`src/mfe_pkg.sv`:
```
// ----------------------------------------------------------------------------
// Manchester frame encoder package
// Item modes, byte constants, controller/datapath command and status types and the
// nibble coding function.
// ----------------------------------------------------------------------------
package mfe_pkg;

    // Input item modes
    typedef enum logic [1:0] {
        MODE_START   = 2'd0,
        MODE_PAYLOAD = 2'd1,
        MODE_END     = 2'd2
    } mode_t;

    // Frame bytes
    localparam logic [7:0] HEADER_BYTE  = 8'h1F;
    localparam logic [7:0] TRAILER_BYTE = 8'h00;
    localparam logic [1:0] PAIR_ONE     = 2'b01;
    localparam logic [1:0] PAIR_ZERO    = 2'b10;

    // Source of the next output byte
    typedef enum logic [2:0] {
        SEL_HEADER  = 3'd0,
        SEL_IN_HI   = 3'd1,
        SEL_VAL_HI  = 3'd2,
        SEL_VAL_LO  = 3'd3,
        SEL_PAD     = 3'd4,
        SEL_TRAILER = 3'd5
    } byte_sel_t;

    // Controller to datapath
    typedef struct packed {
        logic      load;
        byte_sel_t sel;
        logic      capture;
        logic      open_frame;
        logic      close_frame;
        logic      inc_count;
    } dp_cmd_t;

    // Datapath to controller
    typedef struct packed {
        logic out_free;
        logic in_frame;
        logic count_full;
        logic count_last;
    } dp_status_t;

    // Code a nibble MSB first: 1 -> 01, 0 -> 10
    function automatic logic [7:0] code_nibble(input logic [3:0] nib);
        logic [7:0] acc;
        acc = '0;
        for (int k = 3; k >= 0; k--)
        begin
            acc = {acc[5:0], (nib[k] ? PAIR_ONE : PAIR_ZERO)};
        end
        return acc;
    endfunction

endpackage

```
`src/mfe_ctrl.sv`:
```
// ----------------------------------------------------------------------------
// Manchester frame encoder controller
// Sequences the output bytes of each item and gates input acceptance.
// ----------------------------------------------------------------------------
module mfe_ctrl
    import mfe_pkg::*;
(
    input  logic       clk,
    input  logic       rst_n,
    input  logic       item_valid,
    input  logic [1:0] mode,
    output logic       item_stall,
    input  dp_status_t status,
    output dp_cmd_t    cmd
);

    typedef enum logic [6:0] {
        ST_IDLE   = 7'b0000001,
        ST_HI     = 7'b0000010,
        ST_LO     = 7'b0000100,
        ST_PAD_HI = 7'b0001000,
        ST_PAD_LO = 7'b0010000,
        ST_TRAIL  = 7'b0100000,
        ST_SPARE  = 7'b1000000
    } state_t;

    state_t state_reg;
    state_t state_next;
    logic   accept;

    // Take an item only when idle and the output slot can take its first byte
    assign item_stall = !((state_reg == ST_IDLE) && status.out_free);
    assign accept     = item_valid && !item_stall;

    // Next state and datapath commands
    always_comb
    begin
        state_next = state_reg;
        cmd        = '{load: 1'b0, sel: SEL_HEADER, capture: 1'b0, open_frame: 1'b0,
                       close_frame: 1'b0, inc_count: 1'b0};
        case (state_reg)
            ST_IDLE:
            begin
                if (accept)
                begin
                    case (mode)
                        MODE_START:
                        begin
                            cmd.load       = 1'b1;
                            cmd.sel        = SEL_HEADER;
                            cmd.capture    = 1'b1;
                            cmd.open_frame = 1'b1;
                            state_next     = ST_HI;
                        end
                        MODE_PAYLOAD:
                        begin
                            if (status.in_frame && !status.count_full)
                            begin
                                cmd.load      = 1'b1;
                                cmd.sel       = SEL_IN_HI;
                                cmd.capture   = 1'b1;
                                cmd.inc_count = 1'b1;
                                state_next    = ST_LO;
                            end
                        end
                        MODE_END:
                        begin
                            if (status.in_frame)
                            begin
                                cmd.load = 1'b1;
                                if (status.count_full)
                                begin
                                    cmd.sel         = SEL_TRAILER;
                                    cmd.close_frame = 1'b1;
                                end
                                else
                                begin
                                    cmd.sel    = SEL_PAD;
                                    state_next = ST_PAD_LO;
                                end
                            end
                        end
                        default:
                        begin
                            state_next = ST_IDLE;
                        end
                    endcase
                end
            end
            ST_HI:
            begin
                if (status.out_free)
                begin
                    cmd.load   = 1'b1;
                    cmd.sel    = SEL_VAL_HI;
                    state_next = ST_LO;
                end
            end
            ST_LO:
            begin
                if (status.out_free)
                begin
                    cmd.load   = 1'b1;
                    cmd.sel    = SEL_VAL_LO;
                    state_next = ST_IDLE;
                end
            end
            ST_PAD_HI:
            begin
                if (status.out_free)
                begin
                    cmd.load   = 1'b1;
                    cmd.sel    = SEL_PAD;
                    state_next = ST_PAD_LO;
                end
            end
            ST_PAD_LO:
            begin
                if (status.out_free)
                begin
                    cmd.load      = 1'b1;
                    cmd.sel       = SEL_PAD;
                    cmd.inc_count = 1'b1;
                    state_next    = status.count_last ? ST_TRAIL : ST_PAD_HI;
                end
            end
            ST_TRAIL:
            begin
                if (status.out_free)
                begin
                    cmd.load        = 1'b1;
                    cmd.sel         = SEL_TRAILER;
                    cmd.close_frame = 1'b1;
                    state_next      = ST_IDLE;
                end
            end
            default:
            begin
                state_next = ST_IDLE;
            end
        endcase
    end

    // State register
    always_ff @(posedge clk or negedge rst_n)
    begin
        if (!rst_n)
        begin
            state_reg <= ST_IDLE;
        end
        else
        begin
            state_reg <= state_next;
        end
    end

endmodule

```
`src/mfe_datapath.sv`:
```
// ----------------------------------------------------------------------------
// Manchester frame encoder datapath
// Holds the frame state, the captured byte and the output register.
// ----------------------------------------------------------------------------
module mfe_datapath
    import mfe_pkg::*;
#(
    parameter int PAYLOAD_BYTES = 16
)
(
    input  logic       clk,
    input  logic       rst_n,
    input  logic [7:0] byte_value,
    input  dp_cmd_t    cmd,
    output dp_status_t status,
    output logic [7:0] out_byte,
    output logic       last,
    output logic       result_valid,
    input  logic       result_stall
);

    localparam int CW = $clog2(PAYLOAD_BYTES + 1);

    logic [CW-1:0] count_reg;
    logic [CW-1:0] count_next;
    logic          in_frame_reg;
    logic          in_frame_next;
    logic [7:0]    val_reg;
    logic [7:0]    out_byte_reg;
    logic          last_reg;
    logic          valid_reg;
    logic          valid_next;
    logic [7:0]    byte_next;

    // Status back to the controller
    assign status.out_free   = !valid_reg || !result_stall;
    assign status.in_frame   = in_frame_reg;
    assign status.count_full = (count_reg == CW'(PAYLOAD_BYTES));
    assign status.count_last = (count_reg == CW'(PAYLOAD_BYTES - 1));

    // Output byte select
    always_comb
    begin
        case (cmd.sel)
            SEL_HEADER:  byte_next = HEADER_BYTE;
            SEL_IN_HI:   byte_next = code_nibble(byte_value[7:4]);
            SEL_VAL_HI:  byte_next = code_nibble(val_reg[7:4]);
            SEL_VAL_LO:  byte_next = code_nibble(val_reg[3:0]);
            SEL_PAD:     byte_next = code_nibble(4'h0);
            SEL_TRAILER: byte_next = TRAILER_BYTE;
            default:     byte_next = TRAILER_BYTE;
        endcase
    end

    // Frame state update
    always_comb
    begin
        count_next    = count_reg;
        in_frame_next = in_frame_reg;
        if (cmd.open_frame || cmd.close_frame)
        begin
            count_next    = '0;
            in_frame_next = cmd.open_frame;
        end
        else if (cmd.inc_count)
        begin
            count_next = count_reg + 1'b1;
        end
    end

    // Output slot: filled on load, emptied when the transaction completes
    always_comb
    begin
        if (cmd.load)
        begin
            valid_next = 1'b1;
        end
        else if (!result_stall)
        begin
            valid_next = 1'b0;
        end
        else
        begin
            valid_next = valid_reg;
        end
    end

    // Control registers
    always_ff @(posedge clk or negedge rst_n)
    begin
        if (!rst_n)
        begin
            count_reg    <= '0;
            in_frame_reg <= 1'b0;
            valid_reg    <= 1'b0;
        end
        else
        begin
            count_reg    <= count_next;
            in_frame_reg <= in_frame_next;
            valid_reg    <= valid_next;
        end
    end

    // Payload registers
    always_ff @(posedge clk)
    begin
        if (cmd.capture)
        begin
            val_reg <= byte_value;
        end
        if (cmd.load)
        begin
            out_byte_reg <= byte_next;
            last_reg     <= (cmd.sel == SEL_TRAILER);
        end
    end

    assign out_byte     = out_byte_reg;
    assign last         = last_reg;
    assign result_valid = valid_reg;

endmodule

```
`src/manchester_frame_encoder.sv`:
```
// ----------------------------------------------------------------------------
// Manchester frame encoder
// Turns start / payload / end items into a Manchester-coded transmit frame.
// ----------------------------------------------------------------------------
// Usage:
//   Item channel (item_valid / item_stall, mode, byte_value): start carries
//   the frame number, payload one data byte, end closes the message.
//   Result channel (result_valid / result_stall, out_byte, last): one frame
//   byte per transaction, last set on the trailer byte 0x00.
//   The first result of an item is in the output register in the cycle after
//   the item is taken, then one byte per cycle while the receiver takes them.
//   Output bytes per item: start 3, payload 2, end 2*(PAYLOAD_BYTES - bytes
//   so far) + 1, an item that gives nothing 0. The controller emits one byte
//   per cycle through the single output register while the receiver takes
//   them; the next item can be taken, at the earliest, in the cycle after
//   the last byte of the current one is loaded.
//   Reset clears the frame state and empties the output register; no frame
//   is open afterwards.
//   While a byte waits in the output register under result_stall, it holds,
//   the sequencer waits and item_stall stays high.
// ----------------------------------------------------------------------------
module manchester_frame_encoder
    import mfe_pkg::*;
#(
    parameter int PAYLOAD_BYTES = 16
)
(
    input  logic       clk,
    input  logic       rst_n,
    input  logic       item_valid,
    output logic       item_stall,
    input  logic [1:0] mode,
    input  logic [7:0] byte_value,
    output logic       result_valid,
    input  logic       result_stall,
    output logic [7:0] out_byte,
    output logic       last
);

    dp_cmd_t    cmd;
    dp_status_t status;

    // Byte sequencer
    mfe_ctrl u_ctrl (
        .clk        (clk),
        .rst_n      (rst_n),
        .item_valid (item_valid),
        .mode       (mode),
        .item_stall (item_stall),
        .status     (status),
        .cmd        (cmd)
    );

    // Frame state and output register
    mfe_datapath #(
        .PAYLOAD_BYTES (PAYLOAD_BYTES)
    ) u_datapath (
        .clk          (clk),
        .rst_n        (rst_n),
        .byte_value   (byte_value),
        .cmd          (cmd),
        .status       (status),
        .out_byte     (out_byte),
        .last         (last),
        .result_valid (result_valid),
        .result_stall (result_stall)
    );

endmodule

```
`config.mk`:
```
export PLATFORM = sky130hd
export DESIGN_NAME = manchester_frame_encoder
export DESIGN_NICKNAME = d
export VERILOG_FILES = /design/src/mfe_pkg.sv /design/src/mfe_ctrl.sv /design/src/mfe_datapath.sv /design/src/manchester_frame_encoder.sv
export SDC_FILE = /design/constraint.sdc
export NUM_CORES = 1
export LEC_CHECK = 0
export BUFFER_PORTS_ARGS = -buffer_cell sky130_fd_sc_hd__buf_2
export CAP_MARGIN = 20
export CORE_ASPECT_RATIO = 0.7
export CORE_UTILIZATION = 56
export CTS_CLUSTER_DIAMETER = 60
export DETAILED_ROUTE_END_ITERATION = 7
export PLACE_DENSITY_LB_ADDON = 0.12
export SYNTH_ARGS = -nofsm -noshare
export SYNTH_HDL_FRONTEND = slang
export SYNTH_SLANG_ARGS = --single-unit
```
`constraint.sdc`:
```
create_clock -name clk -period 3.4 [get_ports clk]
set_input_delay 0.34 -clock clk [delete_from_list [all_inputs] [get_ports clk]]
set_output_delay 0.34 -clock clk [all_outputs]
set_load 0.01 [all_outputs]
```
# After elaboration in Yosys (flattened, before gate mapping)
# Index checks and enable logic that the tools add are counted.
# op_classes
add_sub_neg	1
eq_ne	24
mux	49
reduce_logical	15
# ops
op	n
$mux W7	8
$pmux W8 S5	1
$pmux W7 S5	1
$mux W2	13
$pmux W7 S3	1
$mux W4	5
$pmux W4 S5	1
$mux W5	3
$ne A2 B1 Y1 const B	6
$pmux W4 S3	1
$mux W1	10
$mux W8	1
$reduce_and A8 Y1	1
$eq A7 B1 Y1 const B	1
$eq A7 B2 Y1 const B	1
$eq A7 B3 Y1 const B	1
$eq A7 B4 Y1 const B	1
$eq A7 B5 Y1 const B	1
$eq A7 B6 Y1 const B	1
$eq A3 B2 Y1 const B	2
$eq A3 B3 Y1 const B	2
$mux W6	1
$ne A3 B3 Y1 const B	2
$pmux W1 S2	3
other kinds (14)	21
# word_totals
reg_bits	31
in_bits	14

# Logic depth before layout (Yosys ltp)
# Gate-level depths: netlist of the first run.
# logic_depth
depth_word	9
depth_mapped	9

# By module
# From an unflattened synthesis of the first run, not the netlist that was laid out.
# unflattened
cells_unflattened	165
hier_area_um2	1825.5
# by_module_without_submodules
module	n_inst	cells_per_inst	area_each_um2
mfe_datapath	1	85	1147.4
mfe_ctrl	1	80	678.2

# Worst setup path after synthesis of the first run
# Ideal clock, no wire load.
# synth_path
path_type	register to register
from	reg u_ctrl.state_reg[0]
to	reg u_datapath.out_byte_reg[4] (netlist: u_datapath.out_byte[4]) (data pin)
setup_time_ns	0.259
arrival_time_ns	2.097
required_ns	3.141
setup_slack_ns	1.045
stages_incl_launch_ff	9
n_path_buf	2
period_less_slack_ns	2.355
cell_sequence	dfstp_2 -> buf_2 -> nand4bb_4 -> or4b_4 -> o21ai_2 -> or2_2 -> buf_6 -> o21ba_1 -> a211o_1
# synth_via
elab_chain_len	7
# synth_rtl
item	line	source
start: declaration	mfe_ctrl.sv:27	state_t state_reg;
start signal: assignment	mfe_ctrl.sv:153	state_reg <= state_next;
$eq A7 B1 Y1	mfe_ctrl.sv:32, mfe_ctrl.sv:41	
$logic_and A1 B1 Y1	mfe_ctrl.sv:32	assign item_stall = !((state_reg == ST_IDLE) && status.out_free);
$logic_and A1 B1 Y1	mfe_ctrl.sv:33	assign accept = item_valid && !item_stall;
$mux W8	mfe_ctrl.sv:44	if (accept)
$pmux W4 S5 *	mfe_ctrl.sv:41	case (state_reg)
$eq A3 B3 Y1 (tied with other cells)	mfe_datapath.sv:44	case (cmd.sel)
$pmux W8 S5 *	mfe_datapath.sv:44	
named net u_datapath.byte_next[4]	mfe_datapath.sv:33	logic [7:0] byte_next;
end signal: assignment	mfe_datapath.sv:114	out_byte_reg <= byte_next;
end: declaration	mfe_datapath.sv:29	logic [7:0] out_byte_reg;
# Mark *: on every way through the listed nets, which the timed path passes. The rest lies on a longest branch.
# A chain may end at the register's enable or synchronous reset.

# Worst setup path in the final report of the first run
# layout_path
from	reg u_datapath.count_reg[0]
to	reg u_datapath.out_byte_reg[6] (netlist: u_datapath.out_byte[6]) (data pin)
# layout_via
elab_chain_len	9
# layout_rtl
item	line	source
start: declaration	mfe_datapath.sv:24	logic [CW-1:0] count_reg;
start signal: assignment	mfe_datapath.sv:99	count_reg <= count_next;
$eq A5 B5 Y1 *	mfe_datapath.sv:38	assign status.count_full = (count_reg == CW'(PAYLOAD_BYTES));
$logic_not A1 Y1	mfe_ctrl.sv:57	if (status.in_frame && !status.count_full)
$logic_and A1 B1 Y1	mfe_ctrl.sv:57	
$mux W5	mfe_ctrl.sv:57	
$pmux W4 S3 *	mfe_ctrl.sv:46	case (mode)
$mux W8 *	mfe_ctrl.sv:44	
$pmux W4 S5 *	mfe_ctrl.sv:41	
$eq A3 B3 Y1 (tied with other cells)	mfe_datapath.sv:44	
$pmux W8 S5 *	mfe_datapath.sv:44	
named net u_datapath.byte_next[6]	mfe_datapath.sv:33	
# Marked as above.

==> insert_results.sql, run 1 <==
INSERT INTO impl_metrics (metric_group, metric, value, unit) VALUES
('grt', 'grtUsageTotal', '27.3', '%'),
('logic_synthesis', 'synth_edf_count', '17', ''),
('worst_setup_path', 'worst_r2r_startpoint', 'u_datapath.count_reg[0]', ''),
('sta', 'setup_violations', '0', ''),
('sta', 'timing.final.crit_share', '77.8', '%'),
('worst_setup_path', 'critPathTopFamily', 'simple AND/OR/NAND/NOR gates', ''),
('sta', 'report.final.slew_viol_count', '0', ''),
('grt', 'grt.met3_usage', '6.54', '%'),
('die', 'width_of_the_die', '68.8', 'um'),
('worst_setup_path', 'cp.arrival', '2.67', 'ns'),
('final_layout', 'areaGrowthSynthToFinish', '12.1', '%'),
('grt', 'grt_start_max_net_pins', '15', ''),
('sta', 'fin_skew', '0.00758', 'ns'),
('worst_setup_path', 'crit-reg2reg-capture', 'u_datapath.out_byte[6]', ''),
('worst_setup_path', 'path_buf_inv', '1', ''),
('grt', 'gr-total-overflow', '0', ''),
('die', 'fp.coreArea', '2880', 'sq um'),
('logic_synthesis', 'yosysSeqAreaShare', '47.8', '%'),
('sta', 'rsz0062_at_grt', 'no', ''),
('flow_run', 'cap_viol_max_count', '0', ''),
('sta', 'max_freq', '378', 'MHz'),
('power_and_ir_drop', 'leakagePower', '0.794', 'nW'),
('die', 'die-height', '48.8', 'um'),
('final_layout', 'fin_nets', '211', ''),
('final_layout', 'fillers', '236', ''),
('die', 'initial_utilization', '60.7', '%'),
('grt', 'grt-busiest-layer', 'met1', ''),
('place', 'placement.io_buffers', '24', ''),
('place', 'finalWeightedCongestion', '0.924', ''),
('power_and_ir_drop', 'total_power', '0.00158', 'W'),
('place', 'placed_cells', '222', ''),
('cts', 'tritoncts', 'done', ''),
('final_layout', 'fin_cells', '231', ''),
('power_and_ir_drop', 'power.density', '807', 'nW/um^2'),
('detailed_routing', 'initialDrtViolationCount', '229', ''),
('final_layout', 'final_core_util', '68.1', '%'),
('sta', 'period_minus_slack', '2.64', 'ns'),
('place', 'hpwlAfterDp', '3000', 'um'),
('logic_synthesis', 'asr_flop_ratio_synth', '43.3', '%'),
('logic_synthesis', 'syn_area_per_cell', '10.3', 'sq um'),
('cts', 'cts-root-buf', 'sky130_fd_sc_hd__clkbuf_8', ''),
('detailed_routing', 'drtPass1Iterations', '5', ''),
('logic_synthesis', 'post_synth_instance_area', '1750', 'sq um'),
('outcome', 'run_status', 'complete, no violations', ''),
('cts', 'clk_latency', '0.28', 'ns'),
('worst_hold_path', 'hp-class', 'in2reg', ''),
('detailed_routing', 'detail-route-antenna-nets', '0', ''),
('sta', 'fin_setup_tns', '0', 'ns'),
('logic_synthesis', 'ys_seq_elements', '30', ''),
('grt', 'grt_first_pass_wirelength', '6590', 'um'),
('die', 'ios', '25', ''),
('worst_setup_path', 'timing.setup.critical_path_class', 'reg2reg', ''),
('detailed_routing', 'num_vias', '1450', ''),
('worst_setup_path', 'ff2ff_setup_slack', '0.76', 'ns'),
('logic_synthesis', 'yosys_warnings', '0', ''),
('worst_hold_path', 'worstHoldPathCells', '1', ''),
('die', 'placement_rows', '16', ''),
('final_layout', 'antennaDiodeCount', '0', ''),
('worst_setup_path', 'worst_path_max_delay_cell', 'sky130_fd_sc_hd__or4b_4', ''),
('grt', 'grt_util_met2', '38.2', '%'),
('final_layout', 'layout.area.seq', '837', 'sq um'),
('worst_setup_path', 'crit_path_start_kind', 'register', ''),
('detailed_routing', 'post-route-drc-count', '0', ''),
('logic_synthesis', 'synth.lib_cells_used.distinct', '51', ''),
('grt', 'grt_pass1_vias', '1348', ''),
('cts', 'numCtsBuffers', '5', ''),
('worst_setup_path', 'critical_path.max_fanout', '11', ''),
('cts', 'ctsLongestPathBuffers', '2', ''),
('worst_setup_path', 'launching_element_of_the_worst_setup_path', 'u_datapath.count_reg[0]', ''),
('sta', 'slew_headroom', '32.2', '%'),
('final_layout', 'drive_above_1_share', '23.1', '%');
cells by family after synthesis:
logic type      count (synthesis)  synth area share [%]
buf+inv                        15                  4.29
fa+ha+maj                       4                  2.72
compound gates                 31                  12.9
simple gates                   77                  25.2
mux                             6                  3.57
xor+xnor                        7                  3.50
flops                          30                  47.8
cell usage after synthesis (2+ instances only):
cell | number | share of area [%]
sky130_fd_sc_hd__buf_6 | 2 | 1.3
sky130_fd_sc_hd__edfxtp_1 | 17 | 29
sky130_fd_sc_hd__clkbuf_1 | 3 | 0.64
sky130_fd_sc_hd__or2_2 | 2 | 0.71
sky130_fd_sc_hd__nor3_1 | 5 | 1.4
sky130_fd_sc_hd__mux2i_1 | 4 | 2.3
sky130_fd_sc_hd__nand2b_1 | 5 | 1.8
sky130_fd_sc_hd__a21oi_1 | 5 | 1.4
sky130_fd_sc_hd__and3_1 | 3 | 1.1
sky130_fd_sc_hd__xor2_1 | 4 | 2.0
sky130_fd_sc_hd__dfrtp_1 | 12 | 17
sky130_fd_sc_hd__nand3_1 | 7 | 2.0
sky130_fd_sc_hd__o21ai_0 | 5 | 1.4
sky130_fd_sc_hd__nand2_1 | 13 | 2.8
sky130_fd_sc_hd__mux2_2 | 2 | 1.3
sky130_fd_sc_hd__buf_2 | 3 | 0.86
sky130_fd_sc_hd__xnor2_1 | 3 | 1.5
sky130_fd_sc_hd__inv_1 | 6 | 1.3
sky130_fd_sc_hd__nor2_1 | 20 | 4.3
sky130_fd_sc_hd__a31o_2 | 4 | 2.0
sky130_fd_sc_hd__o211ai_1 | 3 | 1.3
sky130_fd_sc_hd__nand4b_1 | 2 | 1.0
sky130_fd_sc_hd__ha_1 | 3 | 2.1
sky130_fd_sc_hd__nand4_1 | 4 | 1.4
sky130_fd_sc_hd__nor4_2 | 2 | 1.4
sky130_fd_sc_hd__nor2b_1 | 3 | 1.1
sky130_fd_sc_hd__and2_1 | 3 | 1.1
sky130_fd_sc_hd__or3_1 | 2 | 0.71
cells in the final DEF, fill, tap and decap left out, types with 2 or more instances in the layout:
master                     synthesis  layout
sky130_fd_sc_hd__nor3_1            5       5
sky130_fd_sc_hd__nor2b_1           3       3
sky130_fd_sc_hd__ha_1              3       3
sky130_fd_sc_hd__nor2_1           20      20
sky130_fd_sc_hd__nand3_1           7       7
sky130_fd_sc_hd__buf_2             3      24
sky130_fd_sc_hd__and3_1            3       3
sky130_fd_sc_hd__mux2_2            2       2
sky130_fd_sc_hd__mux2i_1           4       4
sky130_fd_sc_hd__dfrtp_1          12      12
sky130_fd_sc_hd__inv_1             6       6
sky130_fd_sc_hd__a31o_2            4       4
sky130_fd_sc_hd__nand2b_1          5       5
sky130_fd_sc_hd__edfxtp_1         17      17
sky130_fd_sc_hd__or2_2             2       2
sky130_fd_sc_hd__clkbuf_8          0       5
sky130_fd_sc_hd__o21ai_0           5       5
sky130_fd_sc_hd__xnor2_1           3       3
sky130_fd_sc_hd__nor4_2            2       2
sky130_fd_sc_hd__xor2_1            4       4
sky130_fd_sc_hd__o211ai_1          3       3
sky130_fd_sc_hd__nand4_1           4       4
sky130_fd_sc_hd__and2_1            3       3
sky130_fd_sc_hd__or3_1             2       2
sky130_fd_sc_hd__a21oi_1           5       5
sky130_fd_sc_hd__nand2_1          13      13
sky130_fd_sc_hd__nand4b_1          2       2
where the power goes:
group          switching [W]  internal [W]
registers           0.000107      0.000530
clock network       0.000125      0.000140
logic               0.000412      0.000269
total               0.000644      0.000939
routing by layer:
layer  vias to the layer above  routed length (um)  part of all wire [%]
met5                         -                   0                     0
met4                         0                  16                  0.40
met3                         4                 390                   9.6
met2                        90                1740                    43
li1                        677                   -                     -
met1                       679                1910                    47
final cells by class:
cell class / instances / share of cell area, %
timing repair buffer: 26 / 7.02
clock inverter: 2 / 0.446
clock buffer: 6 / 3.70
tap: 36 / 2.30
sequential: 30 / 42.7
inverter: 6 / 1.15
multi-input combinational: 125 / 42.7
through the flow:
| stage | instance area, sq um | hold WS, ns | setup slack (ns) |
|---|---|---|---|
| after floorplan | 1750 | 0.0444 | 1.04 |
| after global placement | 1870 | 0.242 | 0.925 |
| after detailed placement | 1870 | 0.249 | 0.826 |
| after CTS | 1960 | 0.235 | 0.814 |
| after global routing | 1960 | 0.235 | 0.591 |
| final | 1960 | 0.240 | 0.756 |
worst max path at each step:
stage / endpoint / slack, ns / cells past startpoint
floorplan: u_datapath.out_byte[4] / 1.04 / 8
global placement: u_datapath.out_byte[1] / 0.93 / 5
detailed placement: u_datapath.out_byte[6] / 0.83 / 8
CTS: u_datapath.out_byte[6] / 0.81 / 8
global route: u_datapath.out_byte[6] / 0.59 / 6
finish: u_datapath.out_byte[6] / 0.76 / 8
repair_timing:
action	4_1_cts	5_1_grt
setup buffers	0	0
endpoints found under the hold margin	12	0
resized for setup	0	0
hold buffers	1	0
endpoints found under the setup margin	0	0
Power figures use the tool's default switching activity.
==> run 2, diff against run 1 <==
- CORE_UTILIZATION: 56 -> 51
- clock period: 3.4 -> 2.2 ns (I/O delays scaled with it)
==> run 2 against run 1 <==
The run now ends with negative setup slack left. Global-route usage is 1.1 points higher. Fmax increased by 19%. Sequential share of layout area shrank 6.7 points. Via count rose by 12%. Non-clock buffer count rose by 40. Register-to-register slack worse by 0.78 ns. Critical path depth down 2. Combinational power up 140%. Flip-flop and latch count unchanged.
==> insert_results.sql, run 2 (synthesis gave the netlist of run 1 again) <==
INSERT INTO impl_metrics (metric_group, metric, value, unit) VALUES
('outcome', 'run_status', 'complete, but fails checks', ''),
('outcome', 'violations', 'negative setup slack', ''),
('final_layout', 'fin_nets', '251', ''),
('grt', 'grt_first_pass_wirelength', '7470', 'um'),
('detailed_routing', 'detail-route-antenna-nets', '0', ''),
('final_layout', 'final_common_cell', 'sky130_fd_sc_hd__buf_4', ''),
('power_and_ir_drop', 'peak_supply_drop', '0.643', 'mV'),
('die', 'die-height', '51.0', 'um'),
('sta', 'holdWs', '0.106', 'ns'),
('sta', 'layout_setup_ws', '-0.0245', 'ns'),
('final_layout', 'most-common-layout-cells', '39 x sky130_fd_sc_hd__buf_4, 24 x sky130_fd_sc_hd__buf_2, 20 x sky130_fd_sc_hd__nor2_1', ''),
('die', 'floorplan.die_area', '3670', 'sq um'),
('worst_setup_path', 'crit_path_start_kind', 'register', ''),
('grt', 'gr-total-overflow', '0', ''),
('final_layout', 'antennaDiodeCount', '0', ''),
('cts', 'cts-root-buf', 'sky130_fd_sc_hd__clkbuf_8', ''),
('sta', 'hold_viol_final', '0', ''),
('place', 'finalWeightedCongestion', '0.920', ''),
('place', 'placement.io_buffers', '24', ''),
('final_layout', 'fin_cells', '282', ''),
('place', 'hpwlAfterDp', '3660', 'um'),
('detailed_routing', 'detail_route.wirelength', '4630', 'um'),
('worst_setup_path', 'critical_path.max_fanout', '6', ''),
('cts', 'clk_latency', '0.29', 'ns'),
('detailed_routing', 'drtPass1Iterations', '5', ''),
('die', 'ios', '25', ''),
('flow_run', 'cap_viol_max_count', '0', ''),
('worst_setup_path', 'crit-reg2reg-capture', 'u_datapath.out_byte[6]', ''),
('detailed_routing', 'post-route-drc-count', '0', ''),
('detailed_routing', 'route.detailed.vias_per_inst', '5.73', ''),
('detailed_routing', 'num_vias', '1617', ''),
('place', 'place_worst_setup_slack', '-0.0533', 'ns'),
('worst_setup_path', 'worst-endpoint-required', '2.25', 'ns'),
('sta', 'rsz0062_at_grt', 'yes', ''),
('worst_hold_path', 'worstHoldStart', 'byte_value[0]', ''),
('worst_setup_path', 'worst_r2r_startpoint', 'u_ctrl.state_reg[0]', ''),
('worst_hold_path', 'hp-class', 'in2reg', ''),
('sta', 'slew_headroom', '44.5', '%'),
('grt', 'grt_antenna_before_repair', '0', ''),
('cts', 'cts_max_level', '2', ''),
('worst_setup_path', 'ff2ff_setup_slack', '-0.02', 'ns'),
('sta', 'slew_of_the_pin_with_the_lowest_slew_margin', '0.826', 'ns'),
('cts', 'cts.reportedPaths.clkPinSlew', '0.06', 'ns'),
('die', 'fp.coreArea', '3210', 'sq um'),
('worst_setup_path', 'critPathCaptureType', 'register', ''),
('worst_setup_path', 'reg2regPathDepth', '6', ''),
('power_and_ir_drop', 'leakagePower', '1.01', 'nW'),
('die', 'placement_rows', '17', ''),
('final_layout', 'areaGrowthSynthToFinish', '32.8', '%'),
('final_layout', 'final_core_util', '72.4', '%'),
('cts', 'total_number_of_clock_tree_sinks', '30', ''),
('cts', 'numCtsBuffers', '5', ''),
('grt', 'grt_start_max_net_pins', '14', ''),
('power_and_ir_drop', 'power.density', '1260', 'nW/um^2'),
('detailed_routing', 'post_drt_wl_per_cell', '16.4', 'um'),
('grt', 'grt_pass1_vias', '1517', ''),
('sta', 'fin_skew', '0.00411', 'ns'),
('cts', 'tritoncts', 'done', ''),
('detailed_routing', 'initialDrtViolationCount', '101', ''),
('sta', 'max_freq', '450', 'MHz'),
('worst_setup_path', 'timing.setup.critical_path_class', 'reg2reg', ''),
('sta', 'period_minus_slack', '2.22', 'ns'),
('die', 'initial_utilization', '54.5', '%'),
('sta', 'report.final.slew_viol_count', '0', ''),
('final_layout', 'drive_above_1_share', '38.3', '%'),
('grt', 'grtUsageTotal', '28.4', '%'),
('sta', 'timing.final.crit_share', '101', '%'),
('sta', 'setup_violations', '4', ''),
('worst_setup_path', 'cp.arrival', '2.27', 'ns'),
('cts', 'ctsLongestPathBuffers', '2', ''),
('worst_hold_path', 'whs_endpoint', 'u_datapath.val_reg[0]', ''),
('worst_hold_path', 'worstHoldPathCells', '1', ''),
('place', 'placed_cells', '269', ''),
('die', 'width_of_the_die', '72.0', 'um');
run 2: timing repair:
item                                   4_1_cts  5_1_grt
hold buffers                                 1        0
endpoints found under the hold margin       12        0
setup endpoints to repair                    7       32
buffers inserted                             3        1
pin swaps                                    3        1
gates resized for setup                      4        3
run 2: metrics by stage:
stage	cell area [sq um]	TNS [ns]	total power [W]
6_report	2320	-0.0602	0.00294
4_1_cts	2310	-0.0269	0.00291
2_1_floorplan	1780	-0.117	0.00176
3_3_place_gp	2180	0	0.00237
5_1_grt	2320	-2.00	0.00311
3_5_place_dp	2180	-0.194	0.00243
run 2: where the power goes:
part | internal, W | switching, W | total [W] | leakage, nW
sequential | 0.000818 | 0.0000866 | 0.000904 | 0.319
clock | 0.000216 | 0.000210 | 0.000426 | 0.0416
combinational | 0.000770 | 0.000839 | 0.00161 | 0.645
run 2: cell type report:
| type | count | area, sq um |
|---|---|---|
| clock inverter | 3 | 16.3 |
| clock buffer | 5 | 68.8 |
| timing repair buffer | 66 | 454 |
| fill | 237 | 887 |
| inverter | 6 | 22.5 |
| tap | 47 | 58.8 |
| multi-input combinational | 125 | 867 |
| sequential | 30 | 837 |
run 2: how the worst max path moves through the flow:
stage                         from                     end  slack [ns]
2_1_floorplan  u_ctrl.state_reg[0]  u_datapath.out_byte[4]       -0.06
3_3_place_gp   u_ctrl.state_reg[0]  u_datapath.out_byte[6]       0.007
3_5_place_dp   u_ctrl.state_reg[0]  u_datapath.out_byte[5]       -0.05
4_1_cts        u_ctrl.state_reg[0]  u_datapath.out_byte[6]       -0.02
5_1_grt        u_ctrl.state_reg[4]  u_datapath.out_byte[3]       -0.11
6_report       u_ctrl.state_reg[0]  u_datapath.out_byte[6]       -0.02
run 2: metal layers:
metal / up-vias / part of all wire (%) / wire length [um] / GRT usage (%)
met5: - / 0 / 0 / 0
met4: 0 / 1.7 / 81 / 14.1
met3: 12 / 7.1 / 327 / 7.30
met2: 77 / 44 / 2030 / 41.4
met1: 774 / 47 / 2190 / 39.4
li1: 754 / - / - / -
run 2: worst max-delay path, stage by stage (launching register included):
cell	delay, ns
sky130_fd_sc_hd__dfstp_2	0.55
sky130_fd_sc_hd__nand4bb_4	0.11
sky130_fd_sc_hd__or4b_4	0.50
sky130_fd_sc_hd__o21ai_2	0.15
sky130_fd_sc_hd__or2_4	0.18
sky130_fd_sc_hd__mux2_4	0.31
sky130_fd_sc_hd__a22o_1	0.17
